--- config.mk ---
export PLATFORM = sky130hd
export DESIGN_NAME = url_percent_decoder_unit
export DESIGN_NICKNAME = d
export VERILOG_FILES = /design/src/sv/urlpd_pkg.sv /design/src/sv/urlpd_decode.sv /design/src/sv/url_percent_decoder_unit.sv
export SDC_FILE = /design/constraint.sdc
export NUM_CORES = 1
export LEC_CHECK = 0
export ABC_AREA = 1
export ABC_CLOCK_PERIOD_IN_PS = 3600
export BUFFER_PORTS_ARGS = -buffer_cell sky130_fd_sc_hd__buf_2
export CORE_AREA = 2 2 118 120
export CTS_BUF_LIST = sky130_fd_sc_hd__clkbuf_8
export CTS_CLUSTER_SIZE = 40
export DETAILED_ROUTE_END_ITERATION = 10
export DIE_AREA = 0 0 120 122
export REMOVE_ABC_BUFFERS = 1
export SLEW_MARGIN = 25
export SYNTH_ARGS = -nofsm -noshare
export SYNTH_HDL_FRONTEND = slang
export SYNTH_SLANG_ARGS = --single-unit
--- constraint.sdc ---
create_clock -name clk -period 3.6 [get_ports clk]
set_input_delay 0.36 -clock clk [delete_from_list [all_inputs] [get_ports clk]]
set_output_delay 0.36 -clock clk [all_outputs]
set_load 0.01 [all_outputs]
--- src/sv/urlpd_pkg.sv ---
// ============================================================================
// urlpd_pkg: shared types and helpers for the URL percent decoder.
// Holds character codes, the hex helpers and the decoded result group type.
// ============================================================================
package urlpd_pkg;

    // Character codes used by the decoder.
    localparam logic [7:0] CHAR_PCT   = 8'h25;
    localparam logic [7:0] CHAR_PLUS  = 8'h2B;
    localparam logic [7:0] CHAR_SPACE = 8'h20;
    localparam logic [7:0] CHAR_ZERO  = 8'h30;
    localparam logic [7:0] CHAR_NINE  = 8'h39;
    localparam logic [7:0] CHAR_LC_A  = 8'h61;
    localparam logic [7:0] CHAR_LC_F  = 8'h66;
    localparam logic [7:0] CHAR_UC_A  = 8'h41;
    localparam logic [7:0] CHAR_UC_F  = 8'h46;
    localparam logic [7:0] CASE_MASK  = 8'hDF;
    localparam logic [7:0] HEX_TEN    = 8'd10;

    // Most decoded bytes one input character can produce.
    localparam int unsigned MAX_RESULTS = 3;

    typedef logic [7:0] byte_t;
    typedef logic [1:0] count_t;
    typedef logic [1:0] index_t;

    // Decoded bytes produced by one input transaction.
    typedef struct packed {
        byte_t [MAX_RESULTS-1:0] bytes;
        count_t                  count;
        logic                    last;
    } group_t;

    // True for 0-9, a-f and A-F.
    function automatic logic is_hex(input byte_t c);
        return ((c >= CHAR_ZERO) && (c <= CHAR_NINE)) ||
               ((c >= CHAR_LC_A) && (c <= CHAR_LC_F)) ||
               ((c >= CHAR_UC_A) && (c <= CHAR_UC_F));
    endfunction

    // Nibble value of a hex character.
    function automatic logic [3:0] hex_value(input byte_t c);
        byte_t v;
        if ((c >= CHAR_ZERO) && (c <= CHAR_NINE)) begin
            v = c - CHAR_ZERO;
        end
        else begin
            v = (c & CASE_MASK) - CHAR_UC_A + HEX_TEN;
        end
        return v[3:0];
    endfunction

endpackage

--- src/sv/urlpd_decode.sv ---
// ============================================================================
// urlpd_decode: escape tracking and per-character decode.
// Keeps the pending-escape phase and the held hex digit, and forms the group
// of decoded bytes that each accepted character completes.
// ============================================================================
module urlpd_decode (
    input  logic                   clk,
    input  logic                   rst_n,
    input  logic                   accept,
    input  urlpd_pkg::byte_t       in_byte,
    input  logic                   in_last,
    output urlpd_pkg::group_t      group
);

    // Escape phase, one-hot.
    typedef enum logic [2:0] {
        PH_NONE  = 3'b001,
        PH_PCT   = 3'b010,
        PH_DIGIT = 3'b100
    } phase_t;

    phase_t            phase_reg;
    phase_t            phase_next;
    urlpd_pkg::byte_t  held_reg;
    urlpd_pkg::byte_t  held_next;

    // Decode the character against the current phase, then flush at end of string.
    always_comb
    begin
        urlpd_pkg::byte_t [urlpd_pkg::MAX_RESULTS-1:0] r;
        urlpd_pkg::count_t                             cnt;
        logic                                          hex;
        logic                                          do_plain;
        phase_t                                        ph;
        urlpd_pkg::byte_t                              held;

        r        = '0;
        cnt      = '0;
        hex      = urlpd_pkg::is_hex(in_byte);
        do_plain = 1'b0;
        ph       = PH_NONE;
        held     = held_reg;

        unique case (phase_reg)
            PH_PCT:
            begin
                if (hex) begin
                    held = in_byte;
                    ph   = PH_DIGIT;
                end
                else begin
                    r[cnt]   = urlpd_pkg::CHAR_PCT;
                    cnt      = cnt + 2'd1;
                    do_plain = 1'b1;
                end
            end
            PH_DIGIT:
            begin
                if (hex) begin
                    r[cnt] = {urlpd_pkg::hex_value(held_reg), urlpd_pkg::hex_value(in_byte)};
                    cnt    = cnt + 2'd1;
                end
                else begin
                    r[cnt]   = urlpd_pkg::CHAR_PCT;
                    cnt      = cnt + 2'd1;
                    r[cnt]   = held_reg;
                    cnt      = cnt + 2'd1;
                    do_plain = 1'b1;
                end
            end
            default:
            begin
                do_plain = 1'b1;
            end
        endcase

        // Plain decode: percent opens an escape, plus becomes a space.
        if (do_plain) begin
            if (in_byte == urlpd_pkg::CHAR_PCT) begin
                ph = PH_PCT;
            end
            else begin
                r[cnt] = (in_byte == urlpd_pkg::CHAR_PLUS) ? urlpd_pkg::CHAR_SPACE : in_byte;
                cnt    = cnt + 2'd1;
            end
        end

        // End of string flushes a pending escape literally.
        if (in_last) begin
            if (ph == PH_PCT) begin
                r[cnt] = urlpd_pkg::CHAR_PCT;
                cnt    = cnt + 2'd1;
            end
            else if (ph == PH_DIGIT) begin
                r[cnt] = urlpd_pkg::CHAR_PCT;
                cnt    = cnt + 2'd1;
                r[cnt] = held;
                cnt    = cnt + 2'd1;
            end
            ph = PH_NONE;
        end

        group.bytes = r;
        group.count = cnt;
        group.last  = in_last;
        phase_next  = ph;
        held_next   = held;
    end

    // Escape state advances only on an accepted transaction.
    always_ff @(posedge clk or negedge rst_n)
    begin
        if (!rst_n) begin
            phase_reg <= PH_NONE;
            held_reg  <= '0;
        end
        else if (accept) begin
            phase_reg <= phase_next;
            held_reg  <= held_next;
        end
    end

endmodule

--- src/sv/url_percent_decoder_unit.sv ---
// ============================================================================
// url_percent_decoder_unit: streaming URL percent decoder.
// Decodes one encoded character per transaction into zero to three bytes.
// ============================================================================
// Usage:
//   The input channel (in_valid/in_ready, in_byte, in_last) takes one encoded
//   character per transaction; in_last marks the final character of a string.
//   The output channel (out_valid/out_ready, out_byte, out_last) gives the
//   decoded bytes in order; out_last marks the final decoded byte of a string.
//   Plus decodes to space, percent plus two hex digits to their byte, and a
//   broken or unfinished escape is passed through literally.
//   A decoded byte reaches the output through the decoded group register
//   and then the output register, after its character is accepted.
//   Throughput: one character per cycle while each character yields at most
//   one byte and the receiver does not stall. A character that completes k
//   bytes holds them in the group register, drained one byte per cycle
//   while the receiver is ready; in_ready stays low while more than one byte
//   is left. Characters that yield no byte (an escape in progress) keep it high.
//   Reset clears the escape state and empties both registers.
//   When the receiver stalls, the output register holds its byte; characters
//   still enter the group register until it holds a byte, then in_ready falls.
// ============================================================================
module url_percent_decoder_unit (
    input  logic                clk,
    input  logic                rst_n,
    input  logic                in_valid,
    output logic                in_ready,
    input  logic [7:0]          in_byte,
    input  logic                in_last,
    output logic                out_valid,
    input  logic                out_ready,
    output logic [7:0]          out_byte,
    output logic                out_last
);

    urlpd_pkg::group_t                             dec_group;
    urlpd_pkg::byte_t [urlpd_pkg::MAX_RESULTS-1:0] grp_bytes_reg;
    urlpd_pkg::count_t                             grp_cnt_reg;
    urlpd_pkg::index_t                             grp_idx_reg;
    logic                                          grp_last_reg;
    logic                                          out_valid_reg;
    urlpd_pkg::byte_t                              out_byte_reg;
    logic                                          out_last_reg;
    logic                                          in_accept;
    logic                                          out_free;
    logic                                          grp_move;

    // Handshake control.
    assign out_free  = !out_valid_reg || out_ready;
    assign grp_move  = (grp_cnt_reg != 2'd0) && out_free;
    assign in_ready  = (grp_cnt_reg == 2'd0) || ((grp_cnt_reg == 2'd1) && out_free);
    assign in_accept = in_valid && in_ready;

    // Character decode and escape state.
    urlpd_decode u_decode (
        .clk     (clk),
        .rst_n   (rst_n),
        .accept  (in_accept),
        .in_byte (in_byte),
        .in_last (in_last),
        .group   (dec_group)
    );

    // Group register: decoded bytes waiting for the output register.
    always_ff @(posedge clk or negedge rst_n)
    begin
        if (!rst_n) begin
            grp_cnt_reg <= '0;
            grp_idx_reg <= '0;
        end
        else if (in_accept) begin
            grp_cnt_reg <= dec_group.count;
            grp_idx_reg <= '0;
        end
        else if (grp_move) begin
            grp_cnt_reg <= grp_cnt_reg - 2'd1;
            grp_idx_reg <= grp_idx_reg + 2'd1;
        end
    end

    // Group payload.
    always_ff @(posedge clk)
    begin
        if (in_accept) begin
            grp_bytes_reg <= dec_group.bytes;
            grp_last_reg  <= dec_group.last;
        end
    end

    // Output register: one byte per transaction.
    always_ff @(posedge clk or negedge rst_n)
    begin
        if (!rst_n) begin
            out_valid_reg <= 1'b0;
        end
        else if (grp_move) begin
            out_valid_reg <= 1'b1;
        end
        else if (out_ready) begin
            out_valid_reg <= 1'b0;
        end
    end

    // Output payload; the last flag rides only on the group's final byte.
    always_ff @(posedge clk)
    begin
        if (grp_move) begin
            out_byte_reg <= grp_bytes_reg[grp_idx_reg];
            out_last_reg <= grp_last_reg && (grp_cnt_reg == 2'd1);
        end
    end

    assign out_valid = out_valid_reg;
    assign out_byte  = out_byte_reg;
    assign out_last  = out_last_reg;

    // A new character is only taken when the group is empty or emptying.
    a_accept_room: assert property (@(posedge clk) disable iff (!rst_n)
        in_accept |-> (grp_cnt_reg == 2'd0 || grp_cnt_reg == 2'd1))
        else $error("input accepted while decoded bytes still queued");

    // The final character of a string always yields at least one byte.
    a_last_yields: assert property (@(posedge clk) disable iff (!rst_n)
        (in_accept && in_last) |=> (grp_cnt_reg != 2'd0))
        else $error("end of string produced no decoded byte");

    // A byte moved out of the group shows up on the output.
    a_move_shows: assert property (@(posedge clk) disable iff (!rst_n)
        grp_move |=> out_valid_reg)
        else $error("decoded byte lost between group and output register");

endmodule

==> impl_metrics.toml <==
[clock_tree]
insertion_delay_ns = 0.31
clk_pin_slew_worst_paths_ns = 0.11
numCtsBuffers = 5
clock-sinks = 50
h-tree-depth = 2
holdBufCountCts = 1
cts-root-buf = "clkbuf_8"
cts_setup_buffers = 0
cts_resized = 0
cts_tree = "yes"
cts_buffer_depth = 2

[floorplanning]
pin_count = 24
die-area_sq_um = 14600
rows = 43
start_util_pct = 23.4
die_x_um = 120
die_h_um = 122
core_sq_um = 13500

[place]
place_hpwl_um = 6160
gp_routability_congestion = 0.897
portBuffers = 23
pre_cts_ws_ns = 0.0841
dp_cells = 575

[routing]
drt-total-wl_um = 7840
viasPerCell = 4.40
drtIter0Drc = 173
vias = 2567
drc = 0
drt.antenna.violating_nets = 0
drt-pass1-iter-count = 4
wl_per_cell_um = 13.4

[worst_setup_path]
end_kind = "flip-flop"
regToRegStartpoint = "u_decode.phase_reg[0]"
r2r_setup_slack_ns = 0.78
cp_max_fo = 7
cp-start-kind = "input pin"
critical_path_required_ns = 3.68
crit_type = "input pin to flip-flop"
rr_endpoint = "grp_bytes_reg[0]"
reg2reg_depth = 18
cp.arrival_ns = 3.30

[global_routing]
grtUsageTotal_pct = 11.1
overflow = 0
grt_first_pass_wirelength_um = 12900
grt_max_degree = 25
antenna_found_initial = 0
grt_pass1_vias = 2502

[timing]
slew_headroom_pct = 67.4
worst_slack_ns = 0.381
post-route-period-util_pct = 89.4
rsz0062_at_grt = "false"
skew_ns = 0.0192
report.final.slew_viol_count = 0
setup_violations = 0
fin_tns_setup_ns = 0
finalHoldViolations = 0
fmax_mhz = 311
tightest_slew_ns = 0.486
finalCriticalPeriod_ns = 3.22

[synthesis]
postSynthAreaPerCell_sq_um = 8.46
ys_types = 37
ys.flop_type = "edfxtp_1"
yosys_register_bits = 50
ys_async_sr_fraction_pct = 32.0
ys_warn_count = 0
synthCells = 373
syn-cell-area_sq_um = 3160
yosysSeqAreaShare_pct = 45.1
synth-edff-count = 34

[cells_and_area]
layout_commonest_cell = "nand2_1"
most-common-layout-cells = "nand2_1, inv_1, o21ai_0"
final_nets = 433
drive_above_1_share_pct = 18.3
fin_util_pct = 26.7
largest_reg_flops = 24
area_growth_pct = 14.2
num_antenna_cells = 0
fillers = 1410
instances_no_fill = 584

[hold_path]
holdPathEnd = "out_valid"
hold_path_class = "input pin to flip-flop"
min_from = "out_ready"
hold_depth = 4

[job]
drv_cap = 0

[pwr]
p_leak_nw = 1.57
vdd_drop_max_mv = 0.170
p_per_area_nw_per_um2 = 478

[status]
status = "completed"
worst max path at each step:
stage	startpoint	endpoint	slack (ns)
2_1_floorplan	in_byte[1]	grp_bytes_reg[0]	0.32
3_3_place_gp	in_byte[1]	grp_bytes_reg[0]	0.20
3_5_place_dp	in_byte[1]	grp_bytes_reg[0]	0.08
4_1_cts	in_byte[1]	grp_bytes_reg[2]	0.42
5_1_grt	in_byte[1]	grp_bytes_reg[0]	0.003
6_report	in_byte[1]	grp_bytes_reg[0]	0.38
synthesized netlist by cell type, types with 8 or more instances:
| cell type | instances | area, sq um |
|---|---|---|
| ha_1 | 17 | 213 |
| nor2_1 | 27 | 101 |
| nand3_1 | 29 | 145 |
| o21ai_1 | 8 | 40.0 |
| o211ai_1 | 8 | 60.1 |
| inv_1 | 43 | 161 |
| inv_2 | 8 | 30.0 |
| dfrtp_1 | 15 | 375 |
| edfxtp_1 | 34 | 1020 |
| nand2_1 | 82 | 308 |
| o21ai_0 | 40 | 200 |
| a21oi_1 | 9 | 45.0 |
cell families after synthesis:
group           Yosys count  synth area share [%]
fa+ha+maj                17                  6.74
simple gates            161                  24.4
compound gates           79                  14.7
buf+inv                  62                  7.97
flops                    50                  45.1
xor+xnor                  4                  1.11
layout make-up:
class | count | area, sq um | share of cell area [%]
multi-input cells | 261 | 1480 | 41.1
repair buffers | 31 | 178 | 4.93
clock buffers | 5 | 68.8 | 1.91
well taps | 180 | 225 | 6.25
inverters | 54 | 205 | 5.69
clock inverters | 3 | 23.8 | 0.659
flip-flops and latches | 50 | 1420 | 39.5
metal layers:
| metal | vias up | wire (um) | share of wire (%) | GRT usage (%) |
|---|---|---|---|---|
| met2 | 56 | 3790 | 48 | 18.8 |
| li1 | 1304 | - | - | - |
| met5 | - | 0 | 0 | 0 |
| met4 | 0 | 202 | 2.6 | 3.90 |
| met1 | 1192 | 3570 | 46 | 14.2 |
| met3 | 15 | 265 | 3.4 | 1.92 |
where the power goes:
group	internal (mW)	total [mW]	switching, mW
Sequential	0.819	0.888	0.0687
Clock	0.139	0.343	0.204
Combinational	0.161	0.492	0.331
Total	1.12	1.72	0.603
per-stage QoR:
step | instance area [sq um] | power [mW] | hold WS (ns)
5_1_grt | 3600 | 1.85 | 0.374
2_1_floorplan | 3110 | 1.21 | 0.0644
4_1_cts | 3600 | 1.75 | 0.326
6_report | 3600 | 1.72 | 0.329
3_3_place_gp | 3500 | 1.39 | 0.322
3_5_place_dp | 3500 | 1.41 | 0.324
critical path, stage by stage:
cell	delay (ns)
buf_2	0.12
inv_1	0.19
ha_1	0.25
inv_1	0.06
nand3_1	0.08
nand2_1	0.05
nand2_1	0.09
nand3_2	0.16
nor2_2	0.15
inv_1	0.06
nand2_1	0.08
inv_1	0.07
ha_1	0.28
or2_2	0.28
nand2_1	0.07
inv_1	0.05
nand2_2	0.10
inv_1	0.07
ha_1	0.21
a21oi_1	0.14
nand3b_1	0.16
nand3_1	0.09
o21ai_0	0.08
inv_1	0.06
(Power assumes the default switching activity.)
